===== src/rtl/bgrm_pkg.sv =====
`default_nettype none

package bgrm_pkg;

   // field widths
   localparam int MV_BITS      = 14;
   localparam int RAIL_BITS    = 15;
   localparam int PCT_BITS     = 7;
   localparam int RUN_BITS     = 3;
   localparam int HB_BITS      = 32;
   localparam int CSR_IDX_BITS = 3;
   localparam int CSR_DAT_BITS = 32;

   // time base, worked in 4-bit digits
   localparam int TIME_BITS   = 48;
   localparam int DIGIT_BITS  = 4;
   localparam int TIME_DIGITS = (TIME_BITS + DIGIT_BITS - 1) / DIGIT_BITS;
   localparam int PAD_BITS    = TIME_DIGITS * DIGIT_BITS;
   localparam int TCNT_BITS   = $clog2(TIME_DIGITS + 1);
   localparam logic [PAD_BITS-1:0] PAD_MASK = PAD_BITS'({TIME_BITS{1'b1}});

   // percent divider
   localparam int REM_BITS = 21;
   localparam int QUO_BITS = 8;
   localparam int DCNT_BITS = 4;
   localparam logic [DCNT_BITS-1:0] DIV_STEPS = DCNT_BITS'(QUO_BITS + 1);

   localparam logic [RAIL_BITS-1:0] LOAD_OFFSET_MV = RAIL_BITS'(50);
   localparam logic [PCT_BITS-1:0]  FULL_PERCENT   = PCT_BITS'(100);
   localparam logic [RUN_BITS-1:0]  RUN_MAX        = RUN_BITS'(7);

   // register indexes
   localparam logic [CSR_IDX_BITS-1:0] REG_CHARGE_THRESHOLD = 3'd0;
   localparam logic [CSR_IDX_BITS-1:0] REG_CHARGE_LOW       = 3'd1;
   localparam logic [CSR_IDX_BITS-1:0] REG_CHARGE_HIGH      = 3'd2;
   localparam logic [CSR_IDX_BITS-1:0] REG_DISCHARGE_LOW    = 3'd3;
   localparam logic [CSR_IDX_BITS-1:0] REG_DISCHARGE_HIGH   = 3'd4;
   localparam logic [CSR_IDX_BITS-1:0] REG_CRITICAL_MV      = 3'd5;
   localparam logic [CSR_IDX_BITS-1:0] REG_CRITICAL_NEEDED  = 3'd6;
   localparam logic [CSR_IDX_BITS-1:0] REG_HEARTBEAT        = 3'd7;

   // register reset values
   localparam logic [MV_BITS-1:0]  RST_CHARGE_THRESHOLD = MV_BITS'(4000);
   localparam logic [MV_BITS-1:0]  RST_CHARGE_LOW       = MV_BITS'(4200);
   localparam logic [MV_BITS-1:0]  RST_CHARGE_HIGH      = MV_BITS'(4660);
   localparam logic [MV_BITS-1:0]  RST_DISCHARGE_LOW    = MV_BITS'(2950);
   localparam logic [MV_BITS-1:0]  RST_DISCHARGE_HIGH   = MV_BITS'(3670);
   localparam logic [MV_BITS-1:0]  RST_CRITICAL_MV      = MV_BITS'(2950);
   localparam logic [RUN_BITS-1:0] RST_CRITICAL_NEEDED  = RUN_BITS'(5);
   localparam logic [HB_BITS-1:0]  RST_HEARTBEAT        = HB_BITS'(60 * 1000);

   typedef enum logic [1:0] {
      ST_IDLE,
      ST_LAUNCH,
      ST_WAIT,
      ST_COMMIT
   } state_type;

   typedef struct packed {
      logic                done;
      logic [PCT_BITS-1:0] pct;
   } div_result_type;

   typedef struct packed {
      logic done;
      logic expired;
   } tmr_result_type;

endpackage

`default_nettype wire


===== src/rtl/bgrm_divider.sv =====
`default_nettype none

// Rail to percent: (rail - lo) * 100 / (hi - lo), saturated to 0..100.
// One multiply step by shift-add, then one quotient bit per cycle.
module bgrm_divider
   import bgrm_pkg::*;
(
   input  wire logic                 clock,
   input  wire logic                 reset,
   input  wire logic                 start,
   input  wire logic [RAIL_BITS-1:0] rail,
   input  wire logic [MV_BITS-1:0]   lo,
   input  wire logic [MV_BITS-1:0]   hi,
   output div_result_type            result
);

   logic [DCNT_BITS-1:0] cnt_ff, cnt_in;
   logic                 done_ff, done_in;
   logic                 zero_ff, zero_in;
   logic [RAIL_BITS-1:0] diff_ff, diff_in;
   logic [REM_BITS-1:0]  rem_ff, rem_in;
   logic [REM_BITS-1:0]  span_sh_ff, span_sh_in;
   logic [QUO_BITS-1:0]  quo_ff, quo_in;
   logic [MV_BITS-1:0]   span;
   logic                 ge;

   assign span = hi - lo;
   assign ge   = rem_ff >= span_sh_ff;

   // step control
   always_comb begin
      cnt_in     = cnt_ff;
      done_in    = 1'b0;
      zero_in    = zero_ff;
      diff_in    = diff_ff;
      rem_in     = rem_ff;
      span_sh_in = span_sh_ff;
      quo_in     = quo_ff;
      if (start) begin
         zero_in    = (hi <= lo) || (rail <= {1'b0, lo});
         diff_in    = rail - {1'b0, lo};
         span_sh_in = {span, (QUO_BITS - 1)'(0)};
         quo_in     = '0;
         cnt_in     = DIV_STEPS;
      end else if (cnt_ff != '0) begin
         cnt_in  = cnt_ff - 1'b1;
         done_in = (cnt_ff == DCNT_BITS'(1));
         if (cnt_ff == DIV_STEPS) begin
            // times 100 = 64 + 32 + 4
            rem_in = REM_BITS'({diff_ff, 6'b0}) + REM_BITS'({diff_ff, 5'b0})
                   + REM_BITS'({diff_ff, 2'b0});
         end else begin
            if (ge) begin
               rem_in = rem_ff - span_sh_ff;
            end
            quo_in     = {quo_ff[QUO_BITS-2:0], ge};
            span_sh_in = span_sh_ff >> 1;
         end
      end
   end

   always_ff @(posedge clock) begin
      if (reset) begin
         cnt_ff  <= '0;
         done_ff <= 1'b0;
      end else begin
         cnt_ff  <= cnt_in;
         done_ff <= done_in;
      end
      zero_ff    <= zero_in;
      diff_ff    <= diff_in;
      rem_ff     <= rem_in;
      span_sh_ff <= span_sh_in;
      quo_ff     <= quo_in;
   end

   // saturate: top quotient bit means at least 128
   always_comb begin
      result.done = done_ff;
      if (zero_ff) begin
         result.pct = '0;
      end else if (quo_ff[QUO_BITS-1] || (quo_ff[QUO_BITS-2:0] > FULL_PERCENT)) begin
         result.pct = FULL_PERCENT;
      end else begin
         result.pct = quo_ff[QUO_BITS-2:0];
      end
   end

endmodule

`default_nettype wire


===== src/rtl/bgrm_timer.sv =====
`default_nettype none

// Heartbeat check: (now - sent) mod 2^TIME_BITS >= heartbeat, one 4-bit
// digit per cycle, LSB first, with a running borrow and a running compare.
module bgrm_timer
   import bgrm_pkg::*;
(
   input  wire logic                 clock,
   input  wire logic                 reset,
   input  wire logic                 start,
   input  wire logic [TIME_BITS-1:0] now,
   input  wire logic [TIME_BITS-1:0] sent,
   input  wire logic [HB_BITS-1:0]   heartbeat,
   output tmr_result_type            result
);

   logic [TCNT_BITS-1:0]  cnt_ff, cnt_in;
   logic                  done_ff, done_in;
   logic [PAD_BITS-1:0]   now_sh_ff, now_sh_in;
   logic [PAD_BITS-1:0]   sent_sh_ff, sent_sh_in;
   logic [PAD_BITS-1:0]   hb_sh_ff, hb_sh_in;
   logic [PAD_BITS-1:0]   mask_sh_ff, mask_sh_in;
   logic                  borrow_ff, borrow_in;
   logic                  ge_ff, ge_in;
   logic [DIGIT_BITS:0]   dsub;
   logic [DIGIT_BITS-1:0] ddig;
   logic [DIGIT_BITS-1:0] hdig;

   // current digit of the difference, padding bits forced to zero
   assign dsub = {1'b0, now_sh_ff[DIGIT_BITS-1:0]} - {1'b0, sent_sh_ff[DIGIT_BITS-1:0]}
               - (DIGIT_BITS + 1)'(borrow_ff);
   assign ddig = dsub[DIGIT_BITS-1:0] & mask_sh_ff[DIGIT_BITS-1:0];
   assign hdig = hb_sh_ff[DIGIT_BITS-1:0];

   always_comb begin
      cnt_in     = cnt_ff;
      done_in    = 1'b0;
      now_sh_in  = now_sh_ff;
      sent_sh_in = sent_sh_ff;
      hb_sh_in   = hb_sh_ff;
      mask_sh_in = mask_sh_ff;
      borrow_in  = borrow_ff;
      ge_in      = ge_ff;
      if (start) begin
         now_sh_in  = PAD_BITS'(now);
         sent_sh_in = PAD_BITS'(sent);
         hb_sh_in   = PAD_BITS'(heartbeat);
         mask_sh_in = PAD_MASK;
         borrow_in  = 1'b0;
         ge_in      = 1'b1;
         cnt_in     = TCNT_BITS'(TIME_DIGITS);
      end else if (cnt_ff != '0) begin
         cnt_in     = cnt_ff - 1'b1;
         done_in    = (cnt_ff == TCNT_BITS'(1));
         now_sh_in  = now_sh_ff >> DIGIT_BITS;
         sent_sh_in = sent_sh_ff >> DIGIT_BITS;
         hb_sh_in   = hb_sh_ff >> DIGIT_BITS;
         mask_sh_in = mask_sh_ff >> DIGIT_BITS;
         borrow_in  = dsub[DIGIT_BITS];
         // a higher digit that differs decides the compare
         if (ddig != hdig) begin
            ge_in = ddig > hdig;
         end
      end
   end

   always_ff @(posedge clock) begin
      if (reset) begin
         cnt_ff  <= '0;
         done_ff <= 1'b0;
      end else begin
         cnt_ff  <= cnt_in;
         done_ff <= done_in;
      end
      now_sh_ff  <= now_sh_in;
      sent_sh_ff <= sent_sh_in;
      hb_sh_ff   <= hb_sh_in;
      mask_sh_ff <= mask_sh_in;
      borrow_ff  <= borrow_in;
      ge_ff      <= ge_in;
   end

   assign result.done    = done_ff;
   assign result.expired = ge_ff;

endmodule

`default_nettype wire


===== src/rtl/battery_gauge_ratchet_monitor.sv =====
`default_nettype none

// Channel  Direction  Transfer when          Payload
// req_     in         req_valid & req_ready  battery_mv, sleeping, now_ms
// rsp_     out        rsp_valid & rsp_ready  rail_mv, charging, percent,
//                                            report_due, shutdown
// csr_     in         csr_we                 csr_index, csr_wdata
//
// One sample at a time: accept, launch, one step per time digit of the heartbeat
// subtract, done capture, hand-off to commit and the commit itself. The bit-serial
// percent divider runs alongside the subtract.
// Synchronous active-high reset restores register defaults and clears state.
// A held result stalls the commit step; no new sample is taken until it commits.
module battery_gauge_ratchet_monitor
   import bgrm_pkg::*;
(
   input  wire logic                    clock,
   input  wire logic                    reset,
   input  wire logic                    req_valid,
   output      logic                    req_ready,
   input  wire logic [MV_BITS-1:0]      req_battery_mv,
   input  wire logic                    req_sleeping,
   input  wire logic [TIME_BITS-1:0]    req_now_ms,
   output      logic                    rsp_valid,
   input  wire logic                    rsp_ready,
   output      logic [RAIL_BITS-1:0]    rsp_rail_mv,
   output      logic                    rsp_charging,
   output      logic [PCT_BITS-1:0]     rsp_percent,
   output      logic                    rsp_report_due,
   output      logic                    rsp_shutdown,
   input  wire logic                    csr_we,
   input  wire logic [CSR_IDX_BITS-1:0] csr_index,
   input  wire logic [CSR_DAT_BITS-1:0] csr_wdata
);

   // configuration registers
   logic [MV_BITS-1:0]  chg_thr_ff, chg_lo_ff, chg_hi_ff;
   logic [MV_BITS-1:0]  dis_lo_ff, dis_hi_ff, crit_mv_ff;
   logic [RUN_BITS-1:0] crit_need_ff;
   logic [HB_BITS-1:0]  heartbeat_ff;

   always_ff @(posedge clock) begin
      if (reset) begin
         chg_thr_ff   <= RST_CHARGE_THRESHOLD;
         chg_lo_ff    <= RST_CHARGE_LOW;
         chg_hi_ff    <= RST_CHARGE_HIGH;
         dis_lo_ff    <= RST_DISCHARGE_LOW;
         dis_hi_ff    <= RST_DISCHARGE_HIGH;
         crit_mv_ff   <= RST_CRITICAL_MV;
         crit_need_ff <= RST_CRITICAL_NEEDED;
         heartbeat_ff <= RST_HEARTBEAT;
      end else if (csr_we) begin
         unique case (csr_index)
            REG_CHARGE_THRESHOLD: chg_thr_ff   <= csr_wdata[MV_BITS-1:0];
            REG_CHARGE_LOW:       chg_lo_ff    <= csr_wdata[MV_BITS-1:0];
            REG_CHARGE_HIGH:      chg_hi_ff    <= csr_wdata[MV_BITS-1:0];
            REG_DISCHARGE_LOW:    dis_lo_ff    <= csr_wdata[MV_BITS-1:0];
            REG_DISCHARGE_HIGH:   dis_hi_ff    <= csr_wdata[MV_BITS-1:0];
            REG_CRITICAL_MV:      crit_mv_ff   <= csr_wdata[MV_BITS-1:0];
            REG_CRITICAL_NEEDED:  crit_need_ff <= csr_wdata[RUN_BITS-1:0];
            REG_HEARTBEAT:        heartbeat_ff <= csr_wdata[HB_BITS-1:0];
            default: ;
         endcase
      end
   end

   // sample front end
   state_type            state_ff, state_in;
   logic [RAIL_BITS-1:0] rail_ff, rail_in;
   logic                 chg_ff, chg_in;
   logic [TIME_BITS-1:0] now_ff, now_in;
   logic                 req_fire;
   logic [RAIL_BITS-1:0] rail_new;

   assign rail_new = {1'b0, req_battery_mv} + (req_sleeping ? '0 : LOAD_OFFSET_MV);
   assign req_fire = req_valid && req_ready;

   // gauge state
   logic [PCT_BITS-1:0]  shown_ff, shown_in;
   logic                 shown_vld_ff, shown_vld_in;
   logic                 was_chg_ff, was_chg_in;
   logic [PCT_BITS-1:0]  sent_pct_ff, sent_pct_in;
   logic                 sent_vld_ff, sent_vld_in;
   logic [TIME_BITS-1:0] sent_time_ff, sent_time_in;
   logic [RUN_BITS-1:0]  low_run_ff, low_run_in;
   logic                 div_seen_ff, div_seen_in;
   logic                 tmr_seen_ff, tmr_seen_in;

   // result register
   logic                 rsp_valid_ff, rsp_valid_in;
   logic [RAIL_BITS-1:0] rsp_rail_ff, rsp_rail_in;
   logic                 rsp_chg_ff, rsp_chg_in;
   logic [PCT_BITS-1:0]  rsp_pct_ff, rsp_pct_in;
   logic                 rsp_send_ff, rsp_send_in;
   logic                 rsp_shut_ff, rsp_shut_in;

   // serial units
   logic                 launch;
   logic [MV_BITS-1:0]   curve_lo, curve_hi;
   div_result_type       div_res;
   tmr_result_type       tmr_res;

   assign curve_lo = chg_ff ? chg_lo_ff : dis_lo_ff;
   assign curve_hi = chg_ff ? chg_hi_ff : dis_hi_ff;

   bgrm_divider u_divider (
      .clock  (clock),
      .reset  (reset),
      .start  (launch),
      .rail   (rail_ff),
      .lo     (curve_lo),
      .hi     (curve_hi),
      .result (div_res)
   );

   bgrm_timer u_timer (
      .clock     (clock),
      .reset     (reset),
      .start     (launch),
      .now       (now_ff),
      .sent      (sent_time_ff),
      .heartbeat (heartbeat_ff),
      .result    (tmr_res)
   );

   // commit arithmetic
   logic                 out_free;
   logic                 critical;
   logic [PCT_BITS-1:0]  shown_new;
   logic [RUN_BITS-1:0]  run_new;
   logic                 send_new;

   assign out_free = !rsp_valid_ff || rsp_ready;
   assign critical = !chg_ff && (rail_ff != '0) && (rail_ff < {1'b0, crit_mv_ff});

   always_comb begin
      if (!shown_vld_ff || (chg_ff != was_chg_ff)) begin
         shown_new = div_res.pct;
      end else if (chg_ff) begin
         shown_new = (div_res.pct > shown_ff) ? div_res.pct : shown_ff;
      end else begin
         shown_new = (div_res.pct < shown_ff) ? div_res.pct : shown_ff;
      end
      if (!critical) begin
         run_new = '0;
      end else if (low_run_ff < RUN_MAX) begin
         run_new = low_run_ff + 1'b1;
      end else begin
         run_new = low_run_ff;
      end
      send_new = !sent_vld_ff || (shown_new != sent_pct_ff) || tmr_res.expired;
   end

   // sequencer
   always_comb begin
      state_in     = state_ff;
      req_ready    = 1'b0;
      launch       = 1'b0;
      rail_in      = rail_ff;
      chg_in       = chg_ff;
      now_in       = now_ff;
      shown_in     = shown_ff;
      shown_vld_in = shown_vld_ff;
      was_chg_in   = was_chg_ff;
      sent_pct_in  = sent_pct_ff;
      sent_vld_in  = sent_vld_ff;
      sent_time_in = sent_time_ff;
      low_run_in   = low_run_ff;
      div_seen_in  = div_seen_ff || div_res.done;
      tmr_seen_in  = tmr_seen_ff || tmr_res.done;
      rsp_valid_in = rsp_valid_ff && !rsp_ready;
      rsp_rail_in  = rsp_rail_ff;
      rsp_chg_in   = rsp_chg_ff;
      rsp_pct_in   = rsp_pct_ff;
      rsp_send_in  = rsp_send_ff;
      rsp_shut_in  = rsp_shut_ff;
      unique case (state_ff)
         ST_IDLE: begin
            req_ready = 1'b1;
            if (req_fire) begin
               rail_in  = rail_new;
               chg_in   = rail_new >= {1'b0, chg_thr_ff};
               now_in   = req_now_ms;
               state_in = ST_LAUNCH;
            end
         end
         ST_LAUNCH: begin
            launch      = 1'b1;
            div_seen_in = 1'b0;
            tmr_seen_in = 1'b0;
            state_in    = ST_WAIT;
         end
         ST_WAIT: begin
            if (div_seen_ff && tmr_seen_ff) begin
               state_in = ST_COMMIT;
            end
         end
         ST_COMMIT: begin
            if (out_free) begin
               shown_in     = shown_new;
               shown_vld_in = 1'b1;
               was_chg_in   = chg_ff;
               low_run_in   = run_new;
               if (send_new) begin
                  sent_pct_in  = shown_new;
                  sent_vld_in  = 1'b1;
                  sent_time_in = now_ff;
               end
               rsp_valid_in = 1'b1;
               rsp_rail_in  = rail_ff;
               rsp_chg_in   = chg_ff;
               rsp_pct_in   = shown_new;
               rsp_send_in  = send_new;
               rsp_shut_in  = critical && (run_new >= crit_need_ff);
               state_in     = ST_IDLE;
            end
         end
         default: state_in = ST_IDLE;
      endcase
   end

   always_ff @(posedge clock) begin
      if (reset) begin
         state_ff     <= ST_IDLE;
         shown_vld_ff <= 1'b0;
         was_chg_ff   <= 1'b0;
         sent_vld_ff  <= 1'b0;
         sent_time_ff <= '0;
         low_run_ff   <= '0;
         div_seen_ff  <= 1'b0;
         tmr_seen_ff  <= 1'b0;
         rsp_valid_ff <= 1'b0;
      end else begin
         state_ff     <= state_in;
         shown_vld_ff <= shown_vld_in;
         was_chg_ff   <= was_chg_in;
         sent_vld_ff  <= sent_vld_in;
         sent_time_ff <= sent_time_in;
         low_run_ff   <= low_run_in;
         div_seen_ff  <= div_seen_in;
         tmr_seen_ff  <= tmr_seen_in;
         rsp_valid_ff <= rsp_valid_in;
      end
      rail_ff     <= rail_in;
      chg_ff      <= chg_in;
      now_ff      <= now_in;
      shown_ff    <= shown_in;
      sent_pct_ff <= sent_pct_in;
      rsp_rail_ff <= rsp_rail_in;
      rsp_chg_ff  <= rsp_chg_in;
      rsp_pct_ff  <= rsp_pct_in;
      rsp_send_ff <= rsp_send_in;
      rsp_shut_ff <= rsp_shut_in;
   end

   assign rsp_valid      = rsp_valid_ff;
   assign rsp_rail_mv    = rsp_rail_ff;
   assign rsp_charging   = rsp_chg_ff;
   assign rsp_percent    = rsp_pct_ff;
   assign rsp_report_due = rsp_send_ff;
   assign rsp_shutdown   = rsp_shut_ff;

endmodule

`default_nettype wire


===== config.mk =====
export PLATFORM = sky130hd
export DESIGN_NAME = battery_gauge_ratchet_monitor
export DESIGN_NICKNAME = d
export VERILOG_FILES = /design/src/rtl/bgrm_pkg.sv /design/src/rtl/bgrm_divider.sv /design/src/rtl/bgrm_timer.sv /design/src/rtl/battery_gauge_ratchet_monitor.sv
export SDC_FILE = /design/constraint.sdc
export NUM_CORES = 1
export LEC_CHECK = 0
export BUFFER_PORTS_ARGS = -buffer_cell sky130_fd_sc_hd__buf_2
export CELL_PAD_IN_SITES_DETAIL_PLACEMENT = 1
export CELL_PAD_IN_SITES_GLOBAL_PLACEMENT = 2
export CORE_MARGIN = 3
export CORE_UTILIZATION = 41
export DETAILED_ROUTE_END_ITERATION = 10
export PLACE_DENSITY_LB_ADDON = 0.12
export SLEW_MARGIN = 25
export SYNTH_ARGS = -nofsm -noshare
export SYNTH_HDL_FRONTEND = slang
export SYNTH_SLANG_ARGS = --single-unit

===== constraint.sdc =====
create_clock -name clock -period 6.4 [get_ports clock]
set_input_delay 0.64 -clock clock [delete_from_list [all_inputs] [get_ports clock]]
set_output_delay 0.64 -clock clock [all_outputs]
set_load 0.01 [all_outputs]

==> report_table.html, run 1 <==
<table>
<tr><th>Metric</th><th>Value</th></tr>
<tr><th colspan="2">Timing</th></tr>
<tr><td>RSZ-0062 raised after global routing</td><td>no</td></tr>
<tr><td>Final setup skew</td><td>36.0 ps</td></tr>
<tr><td>Final sum of negative setup slack</td><td>0 ps</td></tr>
<tr><td>Number of failing hold endpoints at the final stage</td><td>0</td></tr>
<tr><td>Final number of setup-violating endpoints</td><td>0</td></tr>
<tr><td>Relative slew slack</td><td>31.7%</td></tr>
<tr><td>Fmax</td><td>0.253 GHz</td></tr>
<tr><td>Number of pins exceeding their max-slew limit in the final report</td><td>0</td></tr>
<tr><td>Time the final worst path needs with I/O delays and setup</td><td>3950 ps</td></tr>
<tr><td>Final cycle utilization of the critical path</td><td>around 62%</td></tr>
<tr><td>Actual transition at the worst max-transition pin</td><td>1020 ps</td></tr>
<tr><th colspan="2">Clocking</th></tr>
<tr><td>Number of gates resized after CTS</td><td>0</td></tr>
<tr><td>Clock tree sinks</td><td>492</td></tr>
<tr><td>Clock Tree Root</td><td>sky130_fd_sc_hd__clkbuf_16</td></tr>
<tr><td>H-tree lvl count</td><td>2</td></tr>
<tr><td>Hold buffer count at CTS</td><td>0</td></tr>
<tr><td>Skew-Pair Late Insertion Delay</td><td>slightly above 600 ps</td></tr>
<tr><td>CTS tree</td><td>built</td></tr>
<tr><td>Maximum count of clock buffers along a single path</td><td>3</td></tr>
<tr><td>TritonCTS Buffers</td><td>55</td></tr>
<tr><td>Clock-pin slew of the registers on the worst-case setup and hold paths</td><td>60 ps</td></tr>
<tr><td>Setup fix buffers added after clock tree synthesis</td><td>0</td></tr>
<tr><th colspan="2">Yosys</th></tr>
<tr><td>Cell count after synthesis</td><td>2,121</td></tr>
<tr><td>Synthesized area divided by synthesized cell count</td><td>between 10 and 15 um^2</td></tr>
<tr><td>Number of warnings issued by yosys</td><td>0</td></tr>
<tr><td>Post-synthesis cell type with the largest combined area</td><td>sky130_fd_sc_hd__edfxtp_1</td></tr>
<tr><td>Most common cell in the netlist</td><td>sky130_fd_sc_hd__nand2_1</td></tr>
<tr><td>Number of nets in the synthesized netlist</td><td>about 2,400</td></tr>
<tr><td>Yosys cell types</td><td>64</td></tr>
<tr><td>Cell area after technology mapping</td><td>between 20,000 and 25,000 um^2</td></tr>
<tr><td>EDFF count, synth</td><td>roughly 280</td></tr>
<tr><td>Area fraction of the dominant cell type after synthesis</td><td>35.5%</td></tr>
<tr><td>Async set-or-reset flop fraction in the synthesized netlist</td><td>0%</td></tr>
<tr><td>Cell types occupying the most area after synthesis</td><td>sky130_fd_sc_hd__edfxtp_1, sky130_fd_sc_hd__dfxtp_1, sky130_fd_sc_hd__ha_1, sky130_fd_sc_hd__mux2_2, sky130_fd_sc_hd__nand2_1</td></tr>
<tr><td>#FFs+latches synth</td><td>492</td></tr>
<tr><td>Register area share after synthesis</td><td>a little over half</td></tr>
<tr><td>Predominant post-synthesis flop cell</td><td>sky130_fd_sc_hd__edfxtp_1</td></tr>
<tr><td>Top post-synthesis cells by count</td><td>sky130_fd_sc_hd__nand2_1, sky130_fd_sc_hd__edfxtp_1, sky130_fd_sc_hd__dfxtp_1</td></tr>
<tr><th colspan="2">Layout</th></tr>
<tr><td>Area growth, synth to finish</td><td>13.5%</td></tr>
<tr><td>Combined area of the multi-input logic cells</td><td>9940 um^2</td></tr>
<tr><td>Ratio of cells with drive above 1 in the final layout</td><td>around 17%</td></tr>
<tr><td>Number of cells in the finished layout apart from fillers</td><td>3,037</td></tr>
<tr><td>Layout filler cell count</td><td>6,074</td></tr>
<tr><td>Reg area</td><td>12,600 um^2</td></tr>
<tr><td>Total Nets Final</td><td>approximately 2,500</td></tr>
<tr><th colspan="2">Setup path</th></tr>
<tr><td>Required time of the critical path</td><td>6860 ps</td></tr>
<tr><td>Element type at the critical path start</td><td>register</td></tr>
<tr><td>Highest-delay cell along the critical path</td><td>sky130_fd_sc_hd__edfxtp_1</td></tr>
<tr><td>Category of the critical setup timing path</td><td>register to register</td></tr>
<tr><td>Kind of capture point of the worst setup path</td><td>register</td></tr>
<tr><td>Stage delay of the slowest cell on the critical path</td><td>520 ps</td></tr>
<tr><td>Cell-by-cell listing of the critical path</td><td>nor2_1, o211ai_1, ha_1, nand3b_1, a211o_1, a2111o_1, and3_2, o311a_1, o211a_1, a21oi_4, buf_12, mux2i_1, nor2_1</td></tr>
<tr><td>Largest fanout on the critical path</td><td>56</td></tr>
<tr><td>Arrival time of data at the critical path endpoint</td><td>4410 ps</td></tr>
<tr><td>Depth of the worst register-to-register path</td><td>13</td></tr>
<tr><td>Worst path most repeated cell</td><td>sky130_fd_sc_hd__nor2_1</td></tr>
<tr><td>Setup slack, reg-to-reg</td><td>2450 ps</td></tr>
<tr><th colspan="2">Die</th></tr>
<tr><td>Starting Density</td><td>41.9%</td></tr>
<tr><td>Std-Cell Rows</td><td>86</td></tr>
<tr><td>Placeable core region</td><td>roughly 56,000 um^2</td></tr>
<tr><td>Die height</td><td>244 um</td></tr>
<tr><td>Die Span X</td><td>244 um</td></tr>
<tr><td>Total I/O pin count</td><td>130</td></tr>
<tr><td>Die area</td><td>59,700 um^2</td></tr>
<tr><th colspan="2">Global routing</th></tr>
<tr><td>Antenna violations before repair</td><td>1</td></tr>
<tr><td>Largest net degree at the start of global routing</td><td>89</td></tr>
<tr><td>First-pass GRT wire length</td><td>93.5 mm</td></tr>
<tr><td>Overall fraction of global-route tracks in use</td><td>19.7%</td></tr>
<tr><td>Vias in the first global route</td><td>16,800</td></tr>
<tr><td>Global route total overflow</td><td>0</td></tr>
<tr><th colspan="2">Min path</th></tr>
<tr><td>Min-Delay Path Class</td><td>input port to register</td></tr>
<tr><td>Hold Path Depth</td><td>1</td></tr>
<tr><th colspan="2">Run status</th></tr>
<tr><td>Run status</td><td>finished clean</td></tr>
<tr><th colspan="2">Route</th></tr>
<tr><td>Detail Route Antenna Nets</td><td>0</td></tr>
<tr><td>Via/cell ratio</td><td>5.19</td></tr>
<tr><td>Final routed DRC violation total</td><td>0</td></tr>
<tr><td>Iteration-0 DRC count of the detailed router</td><td>715</td></tr>
<tr><td>Number of detailed-route iterations in the first pass</td><td>4</td></tr>
<tr><td>Final wirelength</td><td>58.7 mm</td></tr>
<tr><td>Via Count</td><td>~16,000</td></tr>
<tr><td>Post-detailed-route wirelength per cell</td><td>19.3 um</td></tr>
<tr><th colspan="2">Power and ir drop</th></tr>
<tr><td>Power density over cell area</td><td>about 520 nW/um^2</td></tr>
<tr><td>LEAKAGE</td><td>0.0104 uW</td></tr>
<tr><td>Peak supply drop</td><td>0.297 mV</td></tr>
<tr><th colspan="2">Placement</th></tr>
<tr><td>Total of buffers placed on input and output ports</td><td>129</td></tr>
<tr><td>Weighted congestion at the end of routability-driven global placement</td><td>0.839</td></tr>
<tr><td>Final HPWL from detailed placement</td><td>between 40 and 50 mm</td></tr>
<tr><td>Cells after DPL</td><td>2,932</td></tr>
<tr><th colspan="2">Job</th></tr>
<tr><td>Max capacitance violation total</td><td>0</td></tr>
</table>
## cell families (layout without fill, tap and decap cells)
kind of cell	Yosys count	in the layout	share of synthesized area (%)
compound gates	321	321	8.42
xor+xnor	66	66	2.48
fa+ha+maj	143	143	8.20
buf+inv	194	361	3.40
flops	492	492	54.1
mux	211	211	9.79
other cells	0	1	0
simple gates	694	694	13.6
## worst max-delay path, delay by kind of cell, from the launching register on
family,cells,cell delay (ps)
compound gates,6,1640
fa+ha+maj,1,240
buf+inv,1,390
flops,1,520
mux,1,270
simple gates,4,670
## per-stage QoR
stage / utilization [%] / worst slack [ps] / total power [uW] / area, um^2 / hold WS (ps)
global route: 47.5 / 2200 / 14800 / 26400 / 178
detailed placement: 44.4 / 2480 / 10800 / 24700 / 439
global placement: 44.4 / 2590 / 10600 / 24700 / 423
floorplan: - / 1470 / 9250 / 23300 / 416
finish: 47.5 / 2450 / 13700 / 26400 / 212
CTS: 47.5 / 2440 / 13900 / 26400 / 163
## final timing paths
kind,endpoint,start
worst max-delay path,sent_time_ff[39],u_divider.zero_ff
worst min-delay path,now_ff[14],req_now_ms[14]
worst max register to register,sent_time_ff[39],u_divider.zero_ff
worst min register to register,u_timer.mask_sh_ff[46],u_timer.mask_sh_ff[46]
## state kept, by name, summed over array words and instances, names as in the netlist, 4 cells and up
register	flops
rsp_percent	7
u_divider.quo_ff	8
u_timer.hb_sh_ff	32
dis_lo_ff	14
chg_thr_ff	14
sent_time_ff	48
sent_pct_ff	7
u_divider.rem_ff	21
crit_mv_ff	14
u_divider.span_sh_ff	21
u_timer.cnt_ff	4
rail_ff	15
u_divider.cnt_ff	4
chg_lo_ff	14
rsp_rail_mv	15
now_ff	48
heartbeat_ff	32
u_timer.sent_sh_ff	48
dis_hi_ff	14
chg_hi_ff	14
u_timer.mask_sh_ff	12
u_timer.now_sh_ff	48
u_divider.diff_ff	15
## report_power, final
part	internal, uW	total [uW]	switching, uW
clock	1740	3040	1310
sequential	4750	5180	427
combinational	2240	5500	3260
## routing by layer
layer / share of wire, % / track usage [%]
met5: 0 / 0
met4: 1.7 / 4.40
met3: 2.8 / 2.47
met1: 46 / 26.4
met2: 49 / 34.0
## layout by cell type, fill, tap and decap left out, types with 8 or more instances in the layout
master / count
sky130_fd_sc_hd__a211o_1: 11
sky130_fd_sc_hd__a211oi_1: 12
sky130_fd_sc_hd__a21boi_0: 9
sky130_fd_sc_hd__a21o_1: 21
sky130_fd_sc_hd__a21oi_1: 146
sky130_fd_sc_hd__and2_1: 17
sky130_fd_sc_hd__buf_2: 128
sky130_fd_sc_hd__buf_4: 16
sky130_fd_sc_hd__clkbuf_1: 19
sky130_fd_sc_hd__clkbuf_16: 55
sky130_fd_sc_hd__clkinv_2: 13
sky130_fd_sc_hd__dfxtp_1: 217
sky130_fd_sc_hd__edfxtp_1: 275
sky130_fd_sc_hd__fa_1: 16
sky130_fd_sc_hd__ha_1: 126
sky130_fd_sc_hd__inv_1: 109
sky130_fd_sc_hd__mux2_2: 134
sky130_fd_sc_hd__mux2i_1: 77
sky130_fd_sc_hd__nand2_1: 315
sky130_fd_sc_hd__nand2b_1: 23
sky130_fd_sc_hd__nand3_1: 42
sky130_fd_sc_hd__nand3b_1: 43
sky130_fd_sc_hd__nand4_1: 17
sky130_fd_sc_hd__nor2_1: 145
sky130_fd_sc_hd__nor2b_1: 22
sky130_fd_sc_hd__nor3_1: 26
sky130_fd_sc_hd__o21a_1: 8
sky130_fd_sc_hd__o21ai_0: 50
sky130_fd_sc_hd__o22ai_1: 15
sky130_fd_sc_hd__xnor2_1: 36
sky130_fd_sc_hd__xor2_1: 30
## final cells by class
| class | count | area share (%) |
|---|---|---|
| antenna | 1 | 0.00946 |
| clock buffer | 79 | 5.73 |
| clock inverter | 25 | 0.828 |
| inverter | 110 | 1.56 |
| multi-input combinational | 1435 | 37.6 |
| sequential | 492 | 47.7 |
| tap | 748 | 3.54 |
| timing repair buffer | 147 | 3.07 |
(Power assumes the default switching activity.)
==> run 2, diff against run 1 <==
clock period = 3.97 ns   (was 6.4 ns; I/O delays follow)
==> run 2 against run 1 <==
First-iteration DRC count is 2.8% higher. Critical path depth is 1 higher. Clock power is 70% higher. Register-to-register slack worse by 2200 ps. Critical endpoint is now sent_time_ff[43].
==> report_table.html, run 2 (same netlist as run 1, synthesis figures left out) <==
<table>
<tr><th>Metric</th><th>Value</th></tr>
<tr><th colspan="2">Placement</th></tr>
<tr><td>Post-Place Worst Slack</td><td>65.6 ps (-2410 ps)</td></tr>
<tr><td>Weighted congestion at the end of routability-driven global placement</td><td>0.811 (-3.3%)</td></tr>
<tr><td>Total of buffers placed on input and output ports</td><td>129 (unchanged)</td></tr>
<tr><td>Final HPWL from detailed placement</td><td>41.1 mm (+1.3%)</td></tr>
<tr><td>Cells after DPL</td><td>2,946 (+0.48%)</td></tr>
<tr><th colspan="2">Route</th></tr>
<tr><td>Detail Route Antenna Nets</td><td>0 (unchanged)</td></tr>
<tr><td>Final wirelength</td><td>60.2 mm (+2.6%)</td></tr>
<tr><td>Via/cell ratio</td><td>5.21 (+0.37%)</td></tr>
<tr><td>Number of detailed-route iterations in the first pass</td><td>5 (+1)</td></tr>
<tr><td>Iteration-0 DRC count of the detailed router</td><td>735 (+2.8%)</td></tr>
<tr><td>Via Count</td><td>16,200 (+2.9%)</td></tr>
<tr><td>Final routed DRC violation total</td><td>0 (unchanged)</td></tr>
<tr><td>Post-detailed-route wirelength per cell</td><td>19.3 um (+0.11%)</td></tr>
<tr><th colspan="2">Clocking</th></tr>
<tr><td>Clock Tree Root</td><td>sky130_fd_sc_hd__clkbuf_16</td></tr>
<tr><td>Maximum count of clock buffers along a single path</td><td>3 (unchanged)</td></tr>
<tr><td>Clock tree sinks</td><td>492 (unchanged)</td></tr>
<tr><td>Clock-pin slew of the registers on the worst-case setup and hold paths</td><td>60 ps (about the same)</td></tr>
<tr><td>H-tree lvl count</td><td>2 (unchanged)</td></tr>
<tr><td>TritonCTS Buffers</td><td>54 (-1.8%)</td></tr>
<tr><td>Skew-Pair Late Insertion Delay</td><td>610 ps (about the same)</td></tr>
<tr><td>CTS tree</td><td>built</td></tr>
<tr><th colspan="2">Job</th></tr>
<tr><td>Max capacitance violation total</td><td>0 (unchanged)</td></tr>
<tr><th colspan="2">Timing</th></tr>
<tr><td>Actual transition at the worst max-transition pin</td><td>898 ps (-126 ps)</td></tr>
<tr><td>Worst path setup slack after routing</td><td>254 ps (-2200 ps)</td></tr>
<tr><td>Worst Hold Margin</td><td>37.7 ps (-174 ps)</td></tr>
<tr><td>Relative slew slack</td><td>40.1% (+8.4 points)</td></tr>
<tr><td>Time the final worst path needs with I/O delays and setup</td><td>3720 ps (-230 ps)</td></tr>
<tr><td>Final number of setup-violating endpoints</td><td>0 (unchanged)</td></tr>
<tr><td>Number of failing hold endpoints at the final stage</td><td>0 (unchanged)</td></tr>
<tr><td>Final cycle utilization of the critical path</td><td>93.6% (+32 points)</td></tr>
<tr><td>Final setup skew</td><td>23.2 ps (-12.8 ps)</td></tr>
<tr><td>Fmax</td><td>0.269 GHz (+6.2%)</td></tr>
<tr><td>RSZ-0062 raised after global routing</td><td>no</td></tr>
<tr><td>Number of pins exceeding their max-slew limit in the final report</td><td>0 (unchanged)</td></tr>
<tr><td>Final sum of negative setup slack</td><td>0 ps (unchanged)</td></tr>
<tr><th colspan="2">Setup path</th></tr>
<tr><td>Number of cells on the critical path</td><td>14 (+1)</td></tr>
<tr><td>Highest-delay cell along the critical path</td><td>sky130_fd_sc_hd__a2111o_1</td></tr>
<tr><td>Worst Setup EP</td><td>sent_time_ff[43]</td></tr>
<tr><td>Required time of the critical path</td><td>4450 ps (-2410 ps)</td></tr>
<tr><td>Critical R2R Capture</td><td>sent_time_ff[43]</td></tr>
<tr><td>Depth of the worst register-to-register path</td><td>14 (+1)</td></tr>
<tr><td>Stage delay of the slowest cell on the critical path</td><td>450 ps (-70 ps)</td></tr>
<tr><td>Setup crit start</td><td>u_divider.zero_ff</td></tr>
<tr><td>Setup slack, reg-to-reg</td><td>250 ps (-2200 ps)</td></tr>
<tr><td>Cell-by-cell listing of the critical path</td><td>nor2_1, o211ai_1, ha_1, nand3b_1, a211o_1, a2111o_1, and3_2, o311a_1, o211a_1, a21oi_4, buf_12, buf_12, mux2i_1, nor2_1</td></tr>
<tr><td>Category of the critical setup timing path</td><td>register to register</td></tr>
<tr><td>Arrival time of data at the critical path endpoint</td><td>4200 ps (-210 ps)</td></tr>
<tr><td>Critical path's top delay family</td><td>compound AO/OA/AOI/OAI gates</td></tr>
<tr><td>Element type at the critical path start</td><td>register</td></tr>
<tr><td>Kind of capture point of the worst setup path</td><td>register</td></tr>
<tr><td>R2r startpoint</td><td>u_divider.zero_ff</td></tr>
<tr><td>Buffers and inverters on the worst path</td><td>2 (+1)</td></tr>
<tr><td>Largest fanout on the critical path</td><td>14 (-75%)</td></tr>
<tr><th colspan="2">Layout</th></tr>
<tr><td>Number of cells in the finished layout apart from fillers</td><td>3,114 (+2.5%)</td></tr>
<tr><td>Ratio of cells with drive above 1 in the final layout</td><td>17.2% (+0.47 points)</td></tr>
<tr><td>Area growth, synth to finish</td><td>17.6%</td></tr>
<tr><td>Total Nets Final</td><td>2,565 (+3.1%)</td></tr>
<tr><td>Layout filler cell count</td><td>6,008 (-1.1%)</td></tr>
<tr><td>Most common library cell in the layout ignoring fill and taps</td><td>sky130_fd_sc_hd__nand2_1</td></tr>
<tr><td>Commonest cells after routing, fill and taps aside</td><td>sky130_fd_sc_hd__nand2_1, sky130_fd_sc_hd__edfxtp_1, sky130_fd_sc_hd__dfxtp_1, sky130_fd_sc_hd__a21oi_1, sky130_fd_sc_hd__nor2_1</td></tr>
<tr><th colspan="2">Min path</th></tr>
<tr><td>Min-Delay Path Class</td><td>input port to register</td></tr>
<tr><th colspan="2">Global routing</th></tr>
<tr><td>Vias in the first global route</td><td>17,300 (+2.8%)</td></tr>
<tr><td>Global route total overflow</td><td>0 (unchanged)</td></tr>
<tr><td>Largest net degree at the start of global routing</td><td>130 (+46%)</td></tr>
<tr><td>Overall fraction of global-route tracks in use</td><td>20.2% (+0.51 points)</td></tr>
<tr><td>Antenna violations before repair</td><td>3 (+2)</td></tr>
<tr><td>First-pass GRT wire length</td><td>95.8 mm (+2.5%)</td></tr>
<tr><th colspan="2">Die</th></tr>
<tr><td>Std-Cell Rows</td><td>86 (unchanged)</td></tr>
<tr><td>Die area</td><td>59,700 um^2 (unchanged)</td></tr>
<tr><td>Total I/O pin count</td><td>130 (unchanged)</td></tr>
<tr><td>Starting Density</td><td>41.9% (unchanged)</td></tr>
<tr><td>Die Span X</td><td>244 um (unchanged)</td></tr>
<tr><td>Die height</td><td>244 um (unchanged)</td></tr>
<tr><td>Placeable core region</td><td>55,600 um^2 (unchanged)</td></tr>
<tr><th colspan="2">Power and ir drop</th></tr>
<tr><td>LEAKAGE</td><td>0.0109 uW (+4.2%)</td></tr>
<tr><td>Power density over cell area</td><td>821 nW/um^2 (+58%)</td></tr>
<tr><td>Power consumption</td><td>22,500 uW (+64%)</td></tr>
<tr><td>Peak supply drop</td><td>0.757 mV (+150%)</td></tr>
<tr><th colspan="2">Run status</th></tr>
<tr><td>Run status</td><td>finished clean</td></tr>
</table>
-- run 2: cell types whose count changed in the layout (fill, tap and decap cells not counted), sizes merged --
cell | previous run | this run
inv | 112 | 113
buf | 147 | 166
clkinvlp | 4 | 1
clkbuf | 79 | 69
bufinv | 2 | 6
dlygate4sd3 | 0 | 60
clkinv | 17 | 23
-- run 2: final cells by class --
type                            instances  area [um^2]  area share (%)
Tap cell                              748          936            3.42
Sequential cell                       492        12600            46.0
Clock inverter                         33          364            1.33
Antenna cell                            1         2.50         0.00914
Clock buffer                           69         1480            5.39
Multi-Input combinational cell       1435         9960            36.4
Inverter                              110          413            1.51
Timing Repair Buffer                  226         1640            5.98
-- run 2: worst min path at each step --
stage / start / endpoint / slack (ps) / depth (start not counted)
floorplan: u_divider.done_ff / div_seen_ff / 420 / 2
CTS: csr_wdata[21] / heartbeat_ff[21] / 2 / 3
global route: csr_wdata[21] / heartbeat_ff[21] / 20 / 3
finish: csr_wdata[26] / heartbeat_ff[26] / 40 / 3
global placement: u_divider.done_ff / div_seen_ff / 430 / 2
detailed placement: u_divider.done_ff / div_seen_ff / 430 / 2
-- run 2: repair_timing --
item / 4_1_cts / 5_1_grt
hold endpoints to repair: 60 / 0
buffers inserted: 0 / 5
setup endpoints to repair: 0 / 56
hold buffers: 60 / 0
gates resized for setup: 0 / 1
-- run 2: layer usage --
layer | up-vias | global-route usage (%) | part of all wire (%)
li1 | 7894 | - | -
met1 | 8067 | 26.6 | 45
met2 | 180 | 35.2 | 50
met3 | 77 | 2.47 | 2.6
met4 | 2 | 5.31 | 2.1
met5 | - | 0 | 0.022
-- run 2: worst reg2reg max path, cell delays in order, from the launching register on --
cell	delay, ps
sky130_fd_sc_hd__edfxtp_1	420
sky130_fd_sc_hd__nor2_1	240
sky130_fd_sc_hd__o211ai_1	260
sky130_fd_sc_hd__ha_1	270
sky130_fd_sc_hd__nand3b_1	150
sky130_fd_sc_hd__a211o_1	300
sky130_fd_sc_hd__a2111o_1	450
sky130_fd_sc_hd__and3_2	210
sky130_fd_sc_hd__o311a_1	300
sky130_fd_sc_hd__o211a_1	180
sky130_fd_sc_hd__a21oi_4	150
sky130_fd_sc_hd__buf_12	170
sky130_fd_sc_hd__buf_12	180
sky130_fd_sc_hd__mux2i_1	240
sky130_fd_sc_hd__nor2_1	60
-- run 2: metrics by stage --
stage	area, um^2	util, %
floorplan	23300	-
global placement	24900	44.7
detailed placement	24900	44.7
CTS	27300	49.1
global route	27400	49.2
finish	27400	49.2
-- run 2: where the power goes --
group	switching, uW	leakage (uW)	total [uW]	internal (uW)
Combinational	5200	0.00546	8960	3750
Sequential	708	0.00449	8370	7670
Clock	2130	0.000910	5170	3040
==> run 3, diff against run 2 <==
RECOVER_POWER = 100   (was unset)
==> run 3 against run 2 <==
Fmax decreased by 0.90%. Power down 0.29%. Clock-buffer cell count stayed put. Critical path depth unchanged. The run now ends with capacitance limit, slew limit left. Via count about the same. Largest power group unchanged. Clock skew down 1.6 ps. Critical path type unchanged. Clock power about the same. Critical endpoint is now sent_time_ff[13]. Sequential share of layout area rose by 0.26 points. Non-clock buffer count unchanged.
==> report_table.html, run 3 (same netlist as run 1, synthesis figures left out) <==
<table>
<tr><th>Metric</th><th>Value</th></tr>
<tr><th colspan="2">Setup path</th></tr>
<tr><td>Element type at the critical path start</td><td>register</td></tr>
<tr><td>Largest fanout on the critical path</td><td>13 (-1)</td></tr>
<tr><td>Stage delay of the slowest cell on the critical path</td><td>450 ps (about the same)</td></tr>
<tr><td>Required time of the critical path</td><td>4430 ps (-20 ps)</td></tr>
<tr><td>Category of the critical setup timing path</td><td>register to register</td></tr>
<tr><td>Depth of the worst register-to-register path</td><td>14 (unchanged)</td></tr>
<tr><td>Cell-by-cell listing of the critical path</td><td>nor2_1, o211ai_1, ha_1, nand3b_1, a211o_1, a2111o_1, and3_2, o311a_1, o211a_1, a21oi_4, buf_12, buf_6, mux2i_1, nor2_1</td></tr>
<tr><td>Worst path most repeated cell</td><td>sky130_fd_sc_hd__nor2_1</td></tr>
<tr><td>Highest-delay cell along the critical path</td><td>sky130_fd_sc_hd__a2111o_1</td></tr>
<tr><td>Kind of capture point of the worst setup path</td><td>register</td></tr>
<tr><td>Arrival time of data at the critical path endpoint</td><td>4210 ps (about the same)</td></tr>
<tr><th colspan="2">Clocking</th></tr>
<tr><td>Maximum count of clock buffers along a single path</td><td>3 (unchanged)</td></tr>
<tr><td>Clock Tree Root</td><td>sky130_fd_sc_hd__clkbuf_16</td></tr>
<tr><td>H-tree lvl count</td><td>2 (unchanged)</td></tr>
<tr><td>Clock tree sinks</td><td>492 (unchanged)</td></tr>
<tr><td>Skew-Pair Late Insertion Delay</td><td>610 ps (about the same)</td></tr>
<tr><td>TritonCTS Buffers</td><td>54 (unchanged)</td></tr>
<tr><td>Clock-pin slew of the registers on the worst-case setup and hold paths</td><td>60 ps (about the same)</td></tr>
<tr><td>CTS tree</td><td>built</td></tr>
<tr><th colspan="2">Timing</th></tr>
<tr><td>Number of pins exceeding their max-slew limit in the final report</td><td>136 (+136)</td></tr>
<tr><td>RSZ-0062 raised after global routing</td><td>no</td></tr>
<tr><td>Actual transition at the worst max-transition pin</td><td>2680 ps (+1780 ps)</td></tr>
<tr><td>Fmax</td><td>0.267 GHz (-0.90%)</td></tr>
<tr><td>Number of failing hold endpoints at the final stage</td><td>0 (unchanged)</td></tr>
<tr><td>Final number of setup-violating endpoints</td><td>0 (unchanged)</td></tr>
<tr><td>Relative slew slack</td><td>-78.6% (-120 points)</td></tr>
<tr><td>Time the final worst path needs with I/O delays and setup</td><td>3750 ps (+33.7 ps)</td></tr>
<tr><td>Final sum of negative setup slack</td><td>0 ps (unchanged)</td></tr>
<tr><td>Final setup skew</td><td>21.6 ps (-1.63 ps)</td></tr>
<tr><td>Final cycle utilization of the critical path</td><td>94.5% (+0.85 points)</td></tr>
<tr><th colspan="2">Global routing</th></tr>
<tr><td>Overall fraction of global-route tracks in use</td><td>20.2% (unchanged)</td></tr>
<tr><td>Largest net degree at the start of global routing</td><td>130 (unchanged)</td></tr>
<tr><td>First-pass GRT wire length</td><td>95.8 mm (unchanged)</td></tr>
<tr><td>Global route total overflow</td><td>0 (unchanged)</td></tr>
<tr><td>Antenna violations before repair</td><td>3 (unchanged)</td></tr>
<tr><td>Vias in the first global route</td><td>17,300 (unchanged)</td></tr>
<tr><th colspan="2">Layout</th></tr>
<tr><td>Total Nets Final</td><td>2,565 (unchanged)</td></tr>
<tr><td>Post-route standard cell area excluding fillers</td><td>27,200 um^2 (-0.56%)</td></tr>
<tr><td>Commonest cells after routing, fill and taps aside</td><td>sky130_fd_sc_hd__nand2_1, sky130_fd_sc_hd__edfxtp_1, sky130_fd_sc_hd__dfxtp_1, sky130_fd_sc_hd__a21oi_1, sky130_fd_sc_hd__nor2_1</td></tr>
<tr><td>Ratio of cells with drive above 1 in the final layout</td><td>14.2% (-3.0 points)</td></tr>
<tr><td>Area growth, synth to finish</td><td>17.0%</td></tr>
<tr><td>Most common library cell in the layout ignoring fill and taps</td><td>sky130_fd_sc_hd__nand2_1</td></tr>
<tr><th colspan="2">Min path</th></tr>
<tr><td>Hold Path Depth</td><td>3 (unchanged)</td></tr>
<tr><td>Min-Delay Path Class</td><td>input port to register</td></tr>
<tr><th colspan="2">Route</th></tr>
<tr><td>Number of detailed-route iterations in the first pass</td><td>5 (unchanged)</td></tr>
<tr><td>Iteration-0 DRC count of the detailed router</td><td>684 (-6.9%)</td></tr>
<tr><td>Post-detailed-route wirelength per cell</td><td>19.4 um (+0.22%)</td></tr>
<tr><td>Final wirelength</td><td>60.4 mm (+0.22%)</td></tr>
<tr><td>Via Count</td><td>16,200 (-0.0062%)</td></tr>
<tr><td>Final routed DRC violation total</td><td>0 (unchanged)</td></tr>
<tr><td>Detail Route Antenna Nets</td><td>0 (unchanged)</td></tr>
<tr><td>Via/cell ratio</td><td>5.21 (about the same)</td></tr>
<tr><th colspan="2">Placement</th></tr>
<tr><td>Final HPWL from detailed placement</td><td>41.1 mm (unchanged)</td></tr>
<tr><td>Area after detailed placement</td><td>24,900 um^2 (unchanged)</td></tr>
<tr><td>Total of buffers placed on input and output ports</td><td>129 (unchanged)</td></tr>
<tr><td>Weighted congestion at the end of routability-driven global placement</td><td>0.811 (unchanged)</td></tr>
<tr><th colspan="2">Die</th></tr>
<tr><td>Placeable core region</td><td>55,600 um^2 (unchanged)</td></tr>
<tr><td>Std-Cell Rows</td><td>86 (unchanged)</td></tr>
<tr><td>Starting Density</td><td>41.9% (unchanged)</td></tr>
<tr><td>Total I/O pin count</td><td>130 (unchanged)</td></tr>
<tr><td>Die height</td><td>244 um (unchanged)</td></tr>
<tr><td>Die Span X</td><td>244 um (unchanged)</td></tr>
<tr><td>Die area</td><td>59,700 um^2 (unchanged)</td></tr>
<tr><th colspan="2">Power and ir drop</th></tr>
<tr><td>LEAKAGE</td><td>0.0107 uW (-1.7%)</td></tr>
<tr><td>Power density over cell area</td><td>823 nW/um^2 (+0.27%)</td></tr>
<tr><td>Peak supply drop</td><td>0.732 mV (-3.3%)</td></tr>
<tr><th colspan="2">Job</th></tr>
<tr><td>Max capacitance violation total</td><td>3 (+3)</td></tr>
<tr><th colspan="2">Run status</th></tr>
<tr><td>Violations in the final reports</td><td>capacitance limit, slew limit</td></tr>
<tr><td>Run status</td><td>finished, violations left</td></tr>
</table>
[run 3: per-layer routing]
metal / part of all wire [%] / vias up / global-route usage [%]
li1: - / 7889 / -
met1: 45 / 8078 / 26.6
met2: 50 / 173 / 35.2
met3: 2.5 / 77 / 2.47
met4: 2.1 / 2 / 5.31
met5: 0.022 / - / 0
[run 3: cell type report]
type,count,area (um^2)
Fill cell,6045,28400
Sequential cell,492,12600
Multi-Input combinational cell,1435,9940
Timing Repair Buffer,226,1510
Clock buffer,69,1480
Tap cell,748,936
Inverter,110,413
Clock inverter,33,364
Antenna cell,1,2.50
[run 3: worst max-delay path: cells and delay by family, from the launching register on]
family | cells | cell delay (ps)
compound gates | 6 | 1640
simple gates | 4 | 660
flops | 1 | 420
fa+ha+maj | 1 | 260
mux | 1 | 210
buf+inv | 2 | 390
[run 3: report_power, final]
part | total, uW | switching [uW] | internal, uW | leakage [uW]
Sequential | 8400 | 710 | 7700 | 0.00449
Clock | 5170 | 2130 | 3040 | 0.000910
Combinational | 8860 | 5200 | 3660 | 0.00527
[run 3: metrics by stage]
step	worst slack [ps]	hold slack (ps)	instances	utilization, %	power, uW
floorplan	90.3	416	2121	-	14900
global placement	276	430	2946	44.7	17000
detailed placement	65.6	434	2946	44.7	17400
CTS	41.1	1.70	3108	49.1	22700
global route	5.32	17.4	3114	49.0	24200
finish	220	37.9	3114	49.0	22400
[run 3: path summary, 6_finish.rpt]
check | to | from | slack [ps]
setup reg to reg | sent_time_ff[13] | u_divider.zero_ff | 220
hold / removal | heartbeat_ff[26] | csr_wdata[26] | 40
hold reg to reg | div_seen_ff | u_divider.done_ff | 440
setup / recovery | sent_time_ff[13] | u_divider.zero_ff | 220
[run 3: repair_timing]
action | CTS | global route
hold buffers | 60 | 0
setup endpoints to repair | 0 | 56
gates resized for setup | 0 | 1
setup buffers | 0 | 5
endpoints found under the hold margin | 60 | 0
